File: src/rtl/hclp_pkg.sv
// ============================================================================
// hclp_pkg
// Shared types, constants and per-byte parse functions of the
// Content-Length header parser.
// ============================================================================
`default_nettype none

package hclp_pkg;

  localparam int unsigned MaxHeaderBytes = 1024;
  localparam int unsigned CountW         = $clog2(MaxHeaderBytes + 1);
  localparam int unsigned LenW           = 32;
  localparam int unsigned HdrW           = 11;
  localparam int unsigned PosW           = 4;

  localparam logic [CountW-1:0] MaxCount = CountW'(MaxHeaderBytes);
  localparam logic [PosW-1:0]   NameLen  = PosW'(14);
  localparam logic [PosW-1:0]   PosSat   = PosW'(15);

  localparam logic [7:0] CharCr    = 8'h0d;
  localparam logic [7:0] CharLf    = 8'h0a;
  localparam logic [7:0] CharColon = 8'h3a;
  localparam logic [7:0] CharSpace = 8'h20;
  localparam logic [7:0] CharTab   = 8'h09;

  typedef enum logic [1:0] {
    StOk     = 2'd0,
    StHdrErr = 2'd1,
    StLenErr = 2'd2
  } status_e;

  typedef enum logic [1:0] {
    PhNone   = 2'd0,
    PhLead   = 2'd1,
    PhDigits = 2'd2,
    PhTrail  = 2'd3
  } phase_e;

  typedef enum logic [1:0] {
    MkNone   = 2'd0,
    MkCr     = 2'd1,
    MkCrLf   = 2'd2,
    MkCrLfCr = 2'd3
  } mark_e;

  typedef struct packed {
    logic [CountW-1:0] byte_count;
    mark_e             end_match;
    logic              pending_cr;
    logic              in_first_line;
    logic [PosW-1:0]   line_position;
    logic              name_matching;
    phase_e            value_phase;
    logic [LenW-1:0]   accumulator;
    logic              field_found;
    logic              length_error;
    logic              done;
  } parse_state_t;

  typedef struct packed {
    logic            valid;
    status_e         status;
    logic [LenW-1:0] body_len;
    logic [HdrW-1:0] header_bytes;
  } result_t;

  localparam parse_state_t ParseReset = '{
    byte_count:    '0,
    end_match:     MkNone,
    pending_cr:    1'b0,
    in_first_line: 1'b1,
    line_position: '0,
    name_matching: 1'b1,
    value_phase:   PhNone,
    accumulator:   '0,
    field_found:   1'b0,
    length_error:  1'b0,
    done:          1'b0
  };

  function automatic logic [7:0] label_char(input logic [PosW-1:0] pos);
    logic [7:0] ch;
    case (pos)
      4'd0:    ch = 8'h63; // c
      4'd1:    ch = 8'h6f; // o
      4'd2:    ch = 8'h6e; // n
      4'd3:    ch = 8'h74; // t
      4'd4:    ch = 8'h65; // e
      4'd5:    ch = 8'h6e; // n
      4'd6:    ch = 8'h74; // t
      4'd7:    ch = 8'h2d; // -
      4'd8:    ch = 8'h6c; // l
      4'd9:    ch = 8'h65; // e
      4'd10:   ch = 8'h6e; // n
      4'd11:   ch = 8'h67; // g
      4'd12:   ch = 8'h74; // t
      4'd13:   ch = 8'h68; // h
      default: ch = 8'h00;
    endcase
    return ch;
  endfunction

  function automatic logic [7:0] lower_ascii(input logic [7:0] c);
    return (c >= 8'h41 && c <= 8'h5a) ? c + 8'd32 : c;
  endfunction

  function automatic logic is_blank(input logic [7:0] c);
    return (c == CharSpace) || (c == CharTab);
  endfunction

  function automatic parse_state_t take_value(input parse_state_t s, input logic [7:0] c);
    parse_state_t r;
    logic         digit;
    logic         blank;
    logic [35:0]  next;
    r     = s;
    digit = (c >= 8'h30) && (c <= 8'h39);
    blank = is_blank(c);
    next  = {1'b0, s.accumulator, 3'b000} + {3'b000, s.accumulator, 1'b0} + {32'd0, c[3:0]};
    case (s.value_phase)
      PhLead: begin
        if (!blank) begin
          if (!digit) begin
            r.length_error = 1'b1;
            r.value_phase  = PhNone;
          end else begin
            r.accumulator = {28'd0, c[3:0]};
            r.value_phase = PhDigits;
          end
        end
      end
      PhDigits: begin
        if (blank) begin
          r.value_phase = PhTrail;
        end else if (!digit || next[35:32] != 4'd0) begin
          r.length_error = 1'b1;
          r.value_phase  = PhNone;
        end else begin
          r.accumulator = next[31:0];
        end
      end
      PhTrail: begin
        if (!blank) begin
          r.length_error = 1'b1;
          r.value_phase  = PhNone;
        end
      end
      default: ;
    endcase
    return r;
  endfunction

  function automatic parse_state_t take_line(input parse_state_t s, input logic [7:0] c);
    parse_state_t r;
    r = s;
    if (!s.in_first_line) begin
      if (s.line_position < NameLen) begin
        if (lower_ascii(c) != label_char(s.line_position)) begin
          r.name_matching = 1'b0;
        end
        r.line_position = s.line_position + PosW'(1);
      end else if (s.line_position == NameLen) begin
        if (s.name_matching && c == CharColon) begin
          if (s.field_found || s.length_error) begin
            r.length_error = 1'b1;
          end else begin
            r.accumulator = '0;
            r.value_phase = PhLead;
          end
        end
        r.line_position = PosSat;
      end else if (s.value_phase != PhNone) begin
        r = take_value(s, c);
      end
    end
    return r;
  endfunction

  function automatic parse_state_t end_line(input parse_state_t s);
    parse_state_t r;
    r = s;
    if (s.in_first_line) begin
      r.in_first_line = 1'b0;
    end else if (s.value_phase != PhNone) begin
      if (s.value_phase == PhLead || s.accumulator == '0) begin
        r.length_error = 1'b1;
      end else begin
        r.field_found = 1'b1;
      end
    end
    r.line_position = '0;
    r.name_matching = 1'b1;
    r.value_phase   = PhNone;
    return r;
  endfunction

endpackage

`default_nettype wire

File: src/rtl/hclp_step.sv
// ============================================================================
// hclp_step
// Per-byte update of the header parse state: end-marker tracking, line
// splitting, name match, value accumulation and result decision.
// ============================================================================
`default_nettype none

module hclp_step (
  input  hclp_pkg::parse_state_t state_i,
  input  logic [7:0]             data_i,
  input  logic                   first_i,
  output hclp_pkg::parse_state_t state_o,
  output hclp_pkg::result_t      result_o
);
  import hclp_pkg::*;

  always_comb begin
    parse_state_t s;
    result_t      res;
    logic         hit;
    logic         ok;
    s   = first_i ? ParseReset : state_i;
    res = '{valid: 1'b0, status: StOk, body_len: '0, header_bytes: '0};
    hit = 1'b0;
    ok  = 1'b0;
    if (!s.done) begin
      s.byte_count = s.byte_count + CountW'(1);

      case (data_i)
        CharCr:  s.end_match = (s.end_match == MkCrLf) ? MkCrLfCr : MkCr;
        CharLf: begin
          if (s.end_match == MkCrLfCr) begin
            s.end_match = MkNone;
            hit         = 1'b1;
          end else begin
            s.end_match = (s.end_match == MkCr) ? MkCrLf : MkNone;
          end
        end
        default: s.end_match = MkNone;
      endcase

      if (s.pending_cr && data_i == CharLf) begin
        s.pending_cr = 1'b0;
        s            = end_line(s);
      end else begin
        if (s.pending_cr) begin
          s.pending_cr = 1'b0;
          s            = take_line(s, CharCr);
        end
        if (data_i == CharCr) begin
          s.pending_cr = 1'b1;
        end else begin
          s = take_line(s, data_i);
        end
      end

      if (hit) begin
        ok                 = s.field_found && !s.length_error;
        res.valid          = 1'b1;
        res.status         = ok ? StOk : StLenErr;
        res.body_len       = ok ? s.accumulator : '0;
        res.header_bytes   = HdrW'(s.byte_count);
        s.done             = 1'b1;
      end else if (s.byte_count >= MaxCount) begin
        res.valid  = 1'b1;
        res.status = StHdrErr;
        s.done     = 1'b1;
      end
    end
    state_o  = s;
    result_o = res;
  end

endmodule

`default_nettype wire

File: src/rtl/http_content_length_parser.sv
// Result path: the byte that completes a result word is accepted into the input
//   register, and the word is then registered in the result register.
// Throughput: one byte per cycle, multiply-by-ten included; a completing byte
//   waits only while the previous result word is still unread.
// Reset: rst_ni clears the parse state, so the first byte starts a request;
//   no clearing pass is needed.
// ============================================================================
// http_content_length_parser
// Streaming HTTP header scan that finds the blank-line end marker and
// extracts one Content-Length value per request.
// ============================================================================
`default_nettype none

module http_content_length_parser (
  input  logic        clk_i,
  input  logic        rst_ni,
  input  logic        s_axis_tvalid_i,
  output logic        s_axis_tready_o,
  input  logic [7:0]  s_axis_tdata_i,  // [7:0] data_byte
  input  logic        s_axis_tuser_i,  // [0] first_byte
  output logic        m_axis_tvalid_o,
  input  logic        m_axis_tready_i,
  output logic [47:0] m_axis_tdata_o,  // [31:0] body_len, [42:32] header_bytes
  output logic [1:0]  m_axis_tuser_o   // [1:0] status
);
  import hclp_pkg::*;

  logic                  in_valid_q, in_valid_d;
  logic [7:0]            in_data_q;
  logic                  in_first_q;
  parse_state_t          state_q;
  parse_state_t          state_d;
  result_t               res;
  logic                  out_valid_q, out_valid_d;
  status_e               out_status_q;
  logic [LenW-1:0]       out_len_q;
  logic [HdrW-1:0]       out_hdr_q;
  logic                  advance;
  logic                  s_accept;

  hclp_step u_step (
    .state_i  (state_q),
    .data_i   (in_data_q),
    .first_i  (in_first_q),
    .state_o  (state_d),
    .result_o (res)
  );

  assign advance         = in_valid_q && (!res.valid || !out_valid_q || m_axis_tready_i);
  assign s_axis_tready_o = !in_valid_q || advance;
  assign s_accept        = s_axis_tvalid_i && s_axis_tready_o;

  always_comb begin
    in_valid_d = in_valid_q;
    if (s_accept) begin
      in_valid_d = 1'b1;
    end else if (advance) begin
      in_valid_d = 1'b0;
    end
    out_valid_d = out_valid_q;
    if (advance && res.valid) begin
      out_valid_d = 1'b1;
    end else if (m_axis_tready_i) begin
      out_valid_d = 1'b0;
    end
  end

  always_ff @(posedge clk_i or negedge rst_ni) begin
    if (!rst_ni) begin
      in_valid_q  <= 1'b0;
      out_valid_q <= 1'b0;
      state_q     <= ParseReset;
    end else begin
      in_valid_q  <= in_valid_d;
      out_valid_q <= out_valid_d;
      if (advance) begin
        state_q <= state_d;
      end
    end
  end

  always_ff @(posedge clk_i) begin
    if (s_accept) begin
      in_data_q  <= s_axis_tdata_i;
      in_first_q <= s_axis_tuser_i;
    end
    if (advance && res.valid) begin
      out_status_q <= res.status;
      out_len_q    <= res.body_len;
      out_hdr_q    <= res.header_bytes;
    end
  end

  assign m_axis_tvalid_o = out_valid_q;
  assign m_axis_tdata_o  = {5'd0, out_hdr_q, out_len_q};
  assign m_axis_tuser_o  = out_status_q;

  a_count_bound: assert property (@(posedge clk_i) disable iff (!rst_ni)
    state_q.byte_count <= MaxCount)
    else $error("byte count beyond header limit");

  a_rise_from_step: assert property (@(posedge clk_i) disable iff (!rst_ni)
    $rose(out_valid_q) |-> $past(advance && res.valid))
    else $error("result word without a completing byte");

  a_done_silent: assert property (@(posedge clk_i) disable iff (!rst_ni)
    advance && state_q.done && !in_first_q |-> !res.valid)
    else $error("result after request already finished");

  a_hdr_err_zero: assert property (@(posedge clk_i) disable iff (!rst_ni)
    out_valid_q && out_status_q == StHdrErr |-> out_len_q == '0 && out_hdr_q == '0)
    else $error("header error word carries data");

  a_ok_nonzero: assert property (@(posedge clk_i) disable iff (!rst_ni)
    out_valid_q && out_status_q == StOk |-> out_len_q != '0)
    else $error("ok word with zero length");

endmodule

`default_nettype wire

File: config.mk
export PLATFORM = sky130hd
export DESIGN_NAME = http_content_length_parser
export DESIGN_NICKNAME = d
export VERILOG_FILES = /design/src/rtl/hclp_pkg.sv /design/src/rtl/hclp_step.sv /design/src/rtl/http_content_length_parser.sv
export SDC_FILE = /design/constraint.sdc
export NUM_CORES = 1
export LEC_CHECK = 0
export BUFFER_PORTS_ARGS = -buffer_cell sky130_fd_sc_hd__buf_4
export CAP_MARGIN = 40
export CORE_MARGIN = 2
export CORE_UTILIZATION = 45
export CTS_CLUSTER_DIAMETER = 30
export DETAILED_ROUTE_END_ITERATION = 8
export GPL_TIMING_DRIVEN = 0
export HOLD_SLACK_MARGIN = 0.06
export PLACE_DENSITY = 0.74
export SYNTH_ARGS = -nofsm -noshare
export SYNTH_HDL_FRONTEND = slang
export SYNTH_SLANG_ARGS = --single-unit
File: constraint.sdc
create_clock -name clk_i -period 6.3 [get_ports clk_i]
set_clock_uncertainty 0.15 [all_clocks]
set_input_delay 1.575 -clock clk_i [delete_from_list [all_inputs] [get_ports clk_i]]
set_output_delay 1.575 -clock clk_i [all_outputs]
set_load 0.005 [all_outputs]
# Word-level counts from Yosys, hierarchy flattened
# Memory sizes are Yosys's and may differ from the RTL's.
# Index checks and enable logic that the tools add are counted.
dict set report op_classes {
  muxes 84
  order_cmp 7
  bitwise_logic 2
  n_reduce_logical 29
  n_addsub 6
  eq_ne 18
}
# cell count
set op_table {}
lappend op_table {{two-way mux 57 bit} 9}
lappend op_table {{two-way mux 37 bit} 5}
lappend op_table {{two-way mux 34 bit} 4}
lappend op_table {{two-way mux 32 bit} 4}
lappend op_table {{two-way mux 8 bit} 11}
lappend op_table {{two-way mux 43 bit} 2}
lappend op_table {{one-hot mux 32 bit (2 select lines)} 1}
lappend op_table {{two-way mux 46 bit} 1}
lappend op_table {{adder 35 x 33 -> 36 bit} 1}
lappend op_table {{adder 36 x 4 -> 36 bit} 1}
lappend op_table {{zero test 32 bit} 1}
lappend op_table {{two-way mux 1 bit} 25}
lappend op_table {{equality test 8 x 4 -> 1 bit (second input constant)} 3}
lappend op_table {{two-way mux 2 bit} 11}
lappend op_table {{equality test 8 x 6 -> 1 bit (second input constant)} 2}
lappend op_table {{two-way mux 15 bit} 1}
lappend op_table {{two-way mux 13 bit} 1}
lappend op_table {{equality test 2 bit (second input constant)} 6}
lappend op_table {{adder 11 x 1 -> 11 bit (second input constant)} 1}
lappend op_table {{greater-or-equal comparator 11 bit (second input constant)} 1}
lappend op_table {{two-way mux 5 bit} 2}
lappend op_table {{adder 4 x 1 -> 4 bit (second input constant)} 2}
lappend op_table {{adder 8 x 6 -> 8 bit (second input constant)} 1}
lappend op_table {{equality test 4 bit (second input constant)} 2}
lappend op_table {{21 further kinds} 48}
dict set report word_totals {
  rom_bits 224
  memories 2
  inputBits 13
  regBits 113
  output_inout_bits 52
  word_cells 166
}
# name depth width rd rd_ports_with_merged_regs write_ports line
set mem_list {}
lappend mem_list {{(name not given)} 16 7 1 0 0 hclp_pkg.sv:83} ;# case (pos)
lappend mem_list {{(name not given)} 16 7 1 0 0 hclp_pkg.sv:83}

# Longest topological paths before layout
# Gate-level depths: netlist (run 1).
dict set report depth {
  depth_word 40
  mapped_depth 21
  ltp_nobuf 17
}

# Hierarchy
# From an unflattened synthesis (run 1), not the netlist that was laid out.
dict set report unflattened {
  hier_cells 1343
  hier_area_um2 10950.5
}
# module seq_area_each_um2 instances cells_per_inst area_each_um2
set modules_own_cells {}
lappend modules_own_cells {hclp_step 0.0 1 948 5886.9}
lappend modules_own_cells {http_content_length_parser 3100.5 1 395 5063.6}

# Worst setup path after synthesis (run 1)
# No wires, ideal clock.
dict set report synth_timing {
  path_kind {register to register}
  from {reg in_first_q}
  to {reg out_len_q[31], data pin}
  stages_incl_launch_ff 20
  synth_period_minus_slack_ns 5.193
  n_path_buf 7
  arrival_ns 4.902
  setup_time_ns 0.140
  required_ns 6.010
  setup_slack_ns 1.107
  path_cell_list {edfxtp_1 buf_2 buf_1 clkbuf_1 clkbuf_1 clkbuf_1 clkbuf_1 nor2_1 ha_1 ha_1 buf_2 nand4_2 nor4_4 nand2_1 o211a_1 a21boi_4 nor2_2 or3_4 or4_4 a21oi_2}
}
dict set report synth_via {
  elab_chain_cells 26
  elab_cells_between_ends 80
  cone_classes {3 x add/sub; 2 x order compare; 10 x eq/ne; 49 x mux; 2 x bitwise; 13 x reduce/logical; 1 x memory}
}
# item line
set synth_lines {}
lappend synth_lines {{from (decl)} http_content_length_parser.sv:30} ;# logic in_first_q;
lappend synth_lines {{from (signal assigned)} http_content_length_parser.sv:85} ;# in_first_q <= s_axis_tuser_i;
lappend synth_lines {{two-way mux 57 bit *} hclp_step.sv:22} ;# s = first_i ? ParseReset : state_i;
lappend synth_lines {{parallel branches: the longest is 25 deep, another holds adder 35 x 33 -> 36 bit} --}
lappend synth_lines {{to (signal assigned)} http_content_length_parser.sv:89} ;# out_len_q <= res.body_len;
lappend synth_lines {{to (decl)} http_content_length_parser.sv:36} ;# logic [LenW-1:0] out_len_q;
# Every way passes the cells marked *. The select of a mux whose other input is x is not followed.
# A chain may end at the register's enable or synchronous reset.

# Final worst setup path (run 1)
dict set report layout_timing {
  from {reg in_first_q}
  to {reg out_len_q[23], data pin}
}
# The elaborated chain is that of the path after synthesis.

==> impl_results.md, run 1 <==
* Status: completed
* Final core occ at 52.3%
* IO Pins at 65
* Vias in the first global route at 8293
* Critical path class: reg -> reg
* Design area at 11000 um^2
* Die Height at 150 um
* Placeable Area at 21000 um^2
* Post-CTS Resized at 3
* Top FF cell, synth: dfrtp_1
* CP delay by family, top: buffers and inverters
* Synth Area in XOR/XNOR at 3.39%
* Synthesized area at 9550 um^2
* Synth area leaders: edfxtp_1 17%, dfrtp_1 15%, ha_1 10%
* Total congestion overflow at 0
* Worst path cell trace: buf_2, clkbuf_4, clkbuf_2, clkbuf_2, clkbuf_2, nor2_1, ha_1, a21o_1, ha_1, nor2_1, o31ai_2, nand4_1, a311oi_1, or3_4, o21bai_4, nor3_1, o21ai_0, buf_2, buf_2, a21oi_1
* Seq/Total Area, Yosys at 32.5%
* Final setup violating endpoints at 0
* Clk pin slew, worst setup/hold paths at 60 ps
* Hold Path Class: reg -> reg
* CTS tree: done
* Slew margin rel. at 45.5%
* Fmax at 165 MHz
* Buffers added on ports at 59
* Post-Syn Area per Cell at 8.65 um^2
* First-pass GRT wire length at 44200 um
* Die W at 150 um
* Pwr Total at 1920 uW
* Hold EP: state_q[56]
* Synthesized flop and latch total at 113
* Pins Over Slew Limit at 0
* PwrDens at 175 nW/um^2
* DP Area at 10400 um^2
* Global Route Usage Sum at 25.1%
* Multiplexer share of the synthesized area at 0.865%
* Synth top area share at 17.0%
* Largest net degree at the start of global routing at 60
* Die area at 22400 um^2
* Gate Count Post-Synth at 1104
* Crit. End Element: flop
* Number of hold buffers added after cts at 0
* Netlist cell types at 110
* Deepest clock path buffer count at 2
* Initial antenna violation count at 0
* Max IR drop VDD at 0.187 mV
* Critical Path AT at 6070 ps
* Initial Util at 45.6%
* Setup Fix Bufs, Post-CTS at 0
* Final ANT Viol Nets at 0
* TritonCTS Buffers at 17
* Fin nets at 1279
* FF-to-FF End: out_len_q[23]
* Origin of the critical flop-to-flop path: in_first_q
* Synthesis warning total at 0
* DP HPWL at 21000 um
* Worst-Margin Slew at 818 ps
* Adder-Cell Fraction of Synth Area at 10.6%
* Total wire length at 28000 um
* Clock Tree Root: clkbuf_16
* R2R cell count at 20
* Compound-cell area share of the yosys netlist at 24.8%
* Simple-Gate Fraction of Synth Area at 22.6%
* CTS sink count at 113
* Yosys top cell by area: edfxtp_1
* Bufs and invs on worst path at 7
* Final cell count without fillers at 1474
* Layout cells sized above 1 at 16.0%
* Tcrit/Tclk final at 96.4%
* Synth async-reset ratio at 52.2%
* Placed insts at 1443
* Largest family of logic cells by synthesized area: compound AO/OA/AOI/OAI gates
* Synthesis-to-finish area growth at 14.9%
* Drt via density at 6.15
* Number of synthesized flops with an enable pin at 54
* DR iter-0 viols at 1060
* Inserted Diodes at 0
* DR pass1 iterations at 6
* Hold Crit Start: state_q[56]
* CP Max Fanout at 19
* H-tree depth at 4
* Setup slack, reg-to-reg at 230 ps
* Max-cap viol count at 0
* Worst-skew pair later-pin latency at 430 ps
* Post-route DRC at 0
* Max stage delay on crit path at 520 ps
* Post-layout min period at 6070 ps
* Gp weighted congestion at 0.976
* P_leak at 0.00482 uW
* # rows at 53
* Final hold vios at 0
* Hold Crit Depth at 2
* Crit-path slowest cell: o31ai_2
* Req. time, crit path at 6300 ps
* Via Count at 9061
* Critical Path Start Type: flop
* Unrepaired setup endpoints after global routing: false
* Avg WL per Cell at 19.0 um
-- cell usage after synthesis (all sizes together), types with 12 or more instances --
library cell / instances
dfrtp: 57
a211oi: 19
buf: 33
xor2: 18
nand2: 131
nand4: 17
nor4: 18
nor2b: 28
nor2: 95
clkbuf: 28
xnor2: 19
nor3: 25
a21oi: 102
a31oi: 16
nand3: 28
and2: 14
edfxtp: 54
inv: 36
ha: 79
o211ai: 22
a21o: 12
o21ai: 85
-- through the flow --
| step | hold slack [ps] | worst slack [ps] | TNS, ps |
|---|---|---|---|
| 3_5_place_dp | 313 | -840 | -36320 |
| 2_1_floorplan | 292 | 1110 | 0 |
| 4_1_cts | 352 | 92.7 | 0 |
| 3_3_place_gp | 307 | -690 | -30540 |
| 6_report | 343 | 230 | 0 |
| 5_1_grt | 385 | 23.9 | 0 |
-- cell type report --
type | count | area, um^2
fill | 2010 | 9990
multi-input combinational | 897 | 5960
sequential | 113 | 3100
timing repair buffer | 60 | 463
clock buffer | 18 | 450
buffer | 60 | 365
tap | 275 | 344
clock inverter | 14 | 144
inverter | 37 | 139
-- tightest hold or removal path, stage by stage (launching register included) --
cell and delay, ps:
dfrtp_1 340, nand2_1 50, o21ai_0 60
-- logic make-up (layout without fill, tap and decap cells) --
kind of cell,Yosys count,count (layout)
AO/OA/AOI/OAI,352,352
XOR/XNOR,37,37
adder cells (fa/ha/maj),80,80
buffers and inverters,98,189
flip-flops,113,113
multiplexers,8,8
other,1,5
AND/OR/NAND/NOR,415,415
-- metal layers --
| layer | wire, um | GRT usage [%] |
|---|---|---|
| met2 | 12700 | 39.1 |
| met3 | 2450 | 4.33 |
| met5 | 0 | 0 |
| met1 | 12200 | 35.3 |
| met4 | 728 | 8.40 |
-- where the power goes --
part	internal, uW	switching [uW]
Sequential	783	14.7
Clock	578	402
Combinational	45.6	91.9
Total	1410	508
-- state kept, by name, summed over array words and instances, names as in the netlist --
signal           cells
in_data_q            8
state_q             57
out_len_q           32
in_valid_q           1
m_axis_tvalid_o      1
m_axis_tuser_o       2
in_first_q           1
out_hdr_q           11
-- layout by cell type (no fill, tap or decap), drive strengths merged, types with 8 or more instances in the layout --
cell and instances:
or3 9, a21oi 102, nor4 18, a22oi 9
inv 43, nand2 131, buf 92, clkbuf 46
nand2b 11, nor3 25, xnor2 19, ha 79
o211ai 22, o31ai 10, edfxtp 54, and2 14
xor2 18, nand4 17, a31oi 16, or2 9
nor2b 28, nor2 95, a211oi 19, a22o 11
dfrtp 57, o21ai 85, o2bb2ai 8, a21o 12
nand3 28
-- how the worst max path moves through the flow --
stage	startpoint	end	slack, ps	cells after the start
2_1_floorplan	in_first_q	out_len_q[31]	1110	19
3_3_place_gp	in_first_q	out_len_q[9]	-690	20
3_5_place_dp	in_first_q	out_len_q[9]	-840	21
4_1_cts	in_first_q	out_len_q[9]	90	20
5_1_grt	in_first_q	out_len_q[9]	20	20
6_report	in_first_q	out_len_q[23]	230	20
No activity file was read; power rests on OpenSTA's default activity.
==> inputs of run 2 (changes only) <==
Settings changed: CORE_MARGIN 2 to default.
==> run 2 against run 1 <==
Wire length increased by 0.73%. Cell count shrank 0.34%. Critical path depth shrank 1. First-iteration DRC count decreased by 4.9%. Sequential share of layout area hardly changed. Setup slack improved by 27 ps. Flip-flop and latch count unchanged. Sequential power about the same. Cell area about the same. Fmax is 0.44% higher.
==> impl_results.md, run 2 (synthesis gave the netlist of run 1 again) <==
* DR pass1 iterations at 5 (-1)
* Fin nets at 1279 (unchanged)
* Hold EP: state_q[56]
* DR iter-0 viols at 1008 (-4.9%)
* Largest Register: state_q
* Crit-path slowest cell: o31ai_2
* Max-cap viol count at 0 (unchanged)
* Buffers added on ports at 59 (unchanged)
* Most used cell, CP: buf_2
* Max stage delay on crit path at 480 ps (-40 ps)
* Setup slack, reg-to-reg at 260 ps (+30 ps)
* Pins Over Slew Limit at 0 (unchanged)
* Final cell count without fillers at 1469 (-0.34%)
* Commonest non-fill, non-tap cell in the layout: nand2_1
* P_leak at 0.00482 uW (-0.11%)
* Largest regs: state_q: 57 flops, out_len_q: 32 flops, out_hdr_q: 11 flops
* FILL cells at 1921 (-4.4%)
* Final setup violating endpoints at 0 (unchanged)
* Hold Crit Start: state_q[56]
* Worst-skew pair later-pin latency at 430 ps (about the same)
* Most frequent cells in the layout: 128 x nand2_1, 101 x a21oi_1, 91 x nor2_1
* # rows at 52 (-1.9%)
* CP delay by family, top: buffers and inverters
* DP HPWL at 21100 um (+0.27%)
* Setup Fix Bufs, Post-CTS at 0 (unchanged)
* Via Count at 9122 (+0.67%)
* Crit. End Element: flop
* Placeable Area at 20500 um^2 (-2.2%)
* Setup tns final at 0 ps (unchanged)
* FF-to-FF End: out_len_q[23]
* PwrDens at 177 nW/um^2 (+1.4%)
* Die Height at 148 um (-1.3%)
* Max reg flops at 57 (unchanged)
* Vias in the first global route at 8350 (+0.69%)
* R2R cell count at 19 (-5.0%)
* Placed insts at 1438 (-0.35%)
* Largest net degree at the start of global routing at 60 (unchanged)
* Worst-Margin Slew at 841 ps (+23.2 ps)
* Layout cells sized above 1 at 16.0% (unchanged)
* Critical Path Start Type: flop
* Worst path cell trace: buf_2, buf_2, buf_2, clkbuf_2, clkbuf_2, nor2_1, ha_1, ha_1, a211oi_1, o31ai_2, o2111ai_2, o211a_1, and3b_1, o21bai_4, nor3_1, o21ai_0, buf_2, buf_2, a21oi_1
* Unrepaired setup endpoints after global routing: false
* Total congestion overflow at 0 (unchanged)
* Critical path class: reg -> reg
* CTS tree: done
* Critical Path AT at 6050 ps (-20 ps)
* CTS sink count at 113 (unchanged)
* Clk pin slew, worst setup/hold paths at 70 ps (about the same)
* Fmax at 165 MHz (+0.44%)
* Origin of the critical flop-to-flop path: in_first_q
* Area of the multi-input gates at 5960 um^2 (unchanged)
* Status: completed
* IO Pins at 65 (unchanged)
* Hold Crit Depth at 2 (unchanged)
* Hold slack at 348 ps (+4.57 ps)
* TritonCTS Buffers at 17 (unchanged)
* Global Route Usage Sum at 26.2% (+1.2 points)
* Drt via density at 6.21 (+1.0%)
* Clock Tree Root: clkbuf_16
* Post-route DRC at 0 (unchanged)
* Avg WL per Cell at 19.2 um (+1.1%)
* CP Max Fanout at 19 (unchanged)
* Slew margin rel. at 43.3% (-2.1 points)
* Initial antenna violation count at 0 (unchanged)
* Inserted Diodes at 0 (unchanged)
* Max IR drop VDD at 0.210 mV (+12%)
* Die area at 21800 um^2 (-2.7%)
* Tcrit/Tclk final at 95.9% (-0.43 points)
* First-pass GRT wire length at 44600 um (+0.95%)
* Die W at 148 um (-1.3%)
* Bufs and invs on worst path at 7 (unchanged)
* Gp weighted congestion at 0.940 (-3.7%)
* Register Area at 3100 um^2 (unchanged)
* Deepest clock path buffer count at 2 (unchanged)
* Initial Util at 46.6% (+1.0 points)
* Synthesis-to-finish area growth at 14.8% (about the same)
* Hold Path Class: reg -> reg
* Post-layout min period at 6040 ps (-26.8 ps)
* Final ANT Viol Nets at 0 (unchanged)
* H-tree depth at 4 (unchanged)
* Final hold vios at 0 (unchanged)
* Total wire length at 28200 um (+0.73%)
* Req. time, crit path at 6310 ps (about the same)
run 2: worst register-to-register path: cells and delay by family, from the launching register on:
| family | cells | cell delay [ps] |
|---|---|---|
| flip-flops | 1 | 320 |
| AO/OA/AOI/OAI | 7 | 1810 |
| AND/OR/NAND/NOR | 3 | 400 |
| adder cells (fa/ha/maj) | 2 | 660 |
| buffers and inverters | 7 | 2440 |
run 2: timing repair:
action,in CTS,in global routing
hold buffers,0,0
setup endpoints to repair,69,27
gates resized for setup,3,3
run 2: worst max-delay path by stage:
stage | startpoint | endpoint | slack, ps | cells past startpoint
2_1_floorplan | in_first_q | out_len_q[31] | 1110 | 19
3_3_place_gp | in_first_q | out_len_q[23] | -690 | 21
3_5_place_dp | in_first_q | out_len_q[9] | -760 | 21
4_1_cts | in_first_q | out_len_q[9] | 180 | 19
5_1_grt | in_first_q | out_len_q[9] | 7 | 19
6_report | in_first_q | out_len_q[23] | 260 | 19
run 2: metal layers:
| layer | track usage, % | routed length [um] | up-vias |
|---|---|---|---|
| met5 | 0 | 0 | - |
| met2 | 40.6 | 12600 | 454 |
| li1 | - | - | 4241 |
| met1 | 36.7 | 12600 | 4364 |
| met3 | 4.72 | 2340 | 63 |
| met4 | 9.33 | 715 | 0 |
run 2: layout make-up:
type / count / share of cell area, %
timing repair buffer: 60 / 4.22
clock inverter: 15 / 1.59
inverter: 37 / 1.27
clock buffer: 17 / 3.88
multi-input combinational: 897 / 54.4
tap: 270 / 3.08
buffer: 60 / 3.31
sequential: 113 / 28.3
run 2: per-stage QoR:
step	instance area, um^2	setup slack, ps	utilization, %	power, uW
6_report	11000	256	53.5	1940
5_1_grt	11000	6.95	53.5	1990
4_1_cts	11000	181	53.5	1940
3_5_place_dp	10400	-763	50.6	946
3_3_place_gp	10300	-691	50.5	944
2_1_floorplan	9560	1110	-	897
run 2: where the power goes:
group / switching (uW) / internal (uW)
Sequential: 14.6 / 783
Combinational: 91.5 / 45.3
Clock: 413 / 595
==> inputs of run 3 (changes only) <==
Settings changed: SKIP_LAST_GASP from default to 1.
Clock period 6.3 ns to 6.49 ns, I/O delays scaled along.
==> run 3 against run 2 <==
Flip-flop and latch count unchanged. Total power decreased by 3.1%. Count of clock-buffer cells in the layout unchanged. Worst hold slack about the same. Global-route usage about the same. Critical endpoint is now out_len_q[9]. Non-clock buffer count unchanged. Setup slack improved by 120 ps. Cell area unchanged. Die area unchanged. Clock power about the same.
==> impl_results.md, run 3 (synthesis gave the netlist of run 1 again) <==
* Inserted Diodes at 0 (unchanged)
* First-pass GRT wire length at 44600 um (+0.15%)
* Clock Tree Root: clkbuf_16
* Combinational Power Share at 7.1% (about the same)
* Die W at 148 um (unchanged)
* Fin nets at 1279 (unchanged)
* Largest regs: state_q: 57 flops, out_len_q: 32 flops, out_hdr_q: 11 flops
* Via Count at 9107 (-0.16%)
* Drt via density at 6.20 (-0.16%)
* Post-layout min period at 6110 ps (+67.4 ps)
* Total wire length at 28200 um (about the same)
* Total congestion overflow at 0 (unchanged)
* Largest net degree at the start of global routing at 60 (unchanged)
* Critical Path AT at 6210 ps (+160 ps)
* Hold slack at 347 ps (-0.447 ps)
* Post-Place Setup Slack at -573 ps (+190 ps)
* Crit. Startpoint: in_first_q
* Hold Path Class: reg -> reg
* Tcrit/Tclk final at 94.2% (-1.8 points)
* Post-route DRC at 0 (unchanged)
* Pwr Total at 1880 uW (-3.1%)
* Final setup violating endpoints at 0 (unchanged)
* TritonCTS Buffers at 17 (unchanged)
* DP Area at 10400 um^2 (unchanged)
* Final hold vios at 0 (unchanged)
* Layout cells sized above 1 at 16.0% (unchanged)
* Unrepaired setup endpoints after global routing: false
* CP Max Fanout at 19 (unchanged)
* CTS sink count at 113 (unchanged)
* Status: completed
* Worst-Margin Slew at 844 ps (+3.26 ps)
* Largest Register: state_q
* Buffers added on ports at 59 (unchanged)
* Reg power frac at 41.1% (about the same)
* P_leak at 0.00482 uW (about the same)
* Design area at 11000 um^2 (unchanged)
* Vias in the first global route at 8380 (+0.36%)
* Critical path class: reg -> reg
* Setup slack, reg-to-reg at 380 ps (+120 ps)
* Int Power at 1380 uW (-2.9%)
* Synthesis-to-finish area growth at 14.8% (unchanged)
* Deepest clock path buffer count at 2 (unchanged)
* Max IR drop VDD at 0.204 mV (-2.8%)
* DP HPWL at 21100 um (unchanged)
* DR iter-0 viols at 940 (-6.7%)
* Final worst slack at 379 ps (+123 ps)
* # rows at 52 (unchanged)
* Most frequent cells in the layout: 128 x nand2_1, 101 x a21oi_1, 91 x nor2_1
* CTS tree: done
* Global Route Usage Sum at 26.3% (+0.047 points)
* Setup tns final at 0 ps (unchanged)
* End of the critical path: out_len_q[9]
* Initial antenna violation count at 0 (unchanged)
* Die Height at 148 um (unchanged)
* Commonest non-fill, non-tap cell in the layout: nand2_1
* Origin of the critical flop-to-flop path: in_first_q
* R2R cell count at 19 (unchanged)
* PwrDens at 172 nW/um^2 (-3.1%)
* Net Sw Frac at 26.6% (-0.095 points)
* Max-cap viol count at 0 (unchanged)
* Sw power at 501 uW (-3.4%)
* Clk pin slew, worst setup/hold paths at 70 ps (about the same)
* IO Pins at 65 (unchanged)
* Max reg flops at 57 (unchanged)
* Req. time, crit path at 6580 ps (+270 ps)
* Gp weighted congestion at 0.940 (unchanged)
* H-tree depth at 4 (unchanged)
* Placeable Area at 20500 um^2 (unchanged)
* DR pass1 iterations at 6 (+1)
* Crit. End Element: flop
* Hold Crit Depth at 2 (unchanged)
* FF-to-FF End: out_len_q[9]
* Pins Over Slew Limit at 0 (unchanged)
* Avg WL per Cell at 19.2 um (about the same)
* Die area at 21800 um^2 (unchanged)
* Critical Path Start Type: flop
* Slew margin rel. at 43.7% (+0.37 points)
* Worst-skew pair later-pin latency at 440 ps (about the same)
* Initial Util at 46.6% (unchanged)
* Final ANT Viol Nets at 0 (unchanged)
* Clock share of power at 51.8% (about the same)
* Fmax at 164 MHz (-1.1%)
run 3: power by group through the flow:
stage                     registers (uW)  clock network [uW]  logic [uW]
after detailed placement             788                   0         131
after global placement               788                   0         129
after floorplan                      784                   0        86.4
after CTS                            774                 978         132
after global routing                 776                1010         146
final                                774                 976         133
run 3: worst min-delay path by stage:
stage | from | end | slack (ps)
global route | state_q[45] | state_q[45] | 380
CTS | state_q[1] | state_q[1] | 350
finish | state_q[56] | state_q[56] | 350
floorplan | state_q[56] | state_q[56] | 290
detailed placement | state_q[56] | state_q[56] | 310
global placement | state_q[56] | state_q[56] | 310
run 3: worst max-delay path, stage by stage (launching register included):
cell and delay (ps):
edfxtp_1 320, buf_2 270, buf_2 340, clkbuf_2 470, clkbuf_2 350, clkbuf_2 340, nor2_1 90, ha_1 340
fa_1 480, nand3_1 130, a21oi_1 150, o2111ai_1 400, a31oi_1 180, nor3_1 290, o211ai_4 170, or3_4 450
nor3_4 460, buf_6 220, nand2_1 70, a21oi_1 230
run 3: layout make-up:
type / instances / area, um^2
fill: 1921 / 9530
multi-input combinational: 897 / 5960
sequential: 113 / 3100
timing repair buffer: 60 / 463
clock buffer: 17 / 425
buffer: 60 / 363
tap: 270 / 338
clock inverter: 15 / 174
inverter: 37 / 139
run 3: what timing repair did:
action	in CTS	in global routing
endpoints found under the setup margin	68	50
buffers inserted	0	0
gates resized for setup	3	2
hold buffers	0	0
run 3: layer usage:
layer  wire length [um]  vias to the layer above  GRT usage, %  part of all wire, %
met5                  0                        -             0                    0
met4                658                        0          9.48                  2.3
met2              12600                      465          40.6                   45
met1              12400                     4344          36.7                   44
met3               2540                       58          4.78                  9.0
li1                   -                     4240             -                    -
run 3: stage by stage:
stage	utilization [%]	std cells
6_report	53.5	1469
5_1_grt	53.5	1469
4_1_cts	53.5	1470
3_5_place_dp	50.6	1438
3_3_place_gp	50.5	1437
2_1_floorplan	-	1108
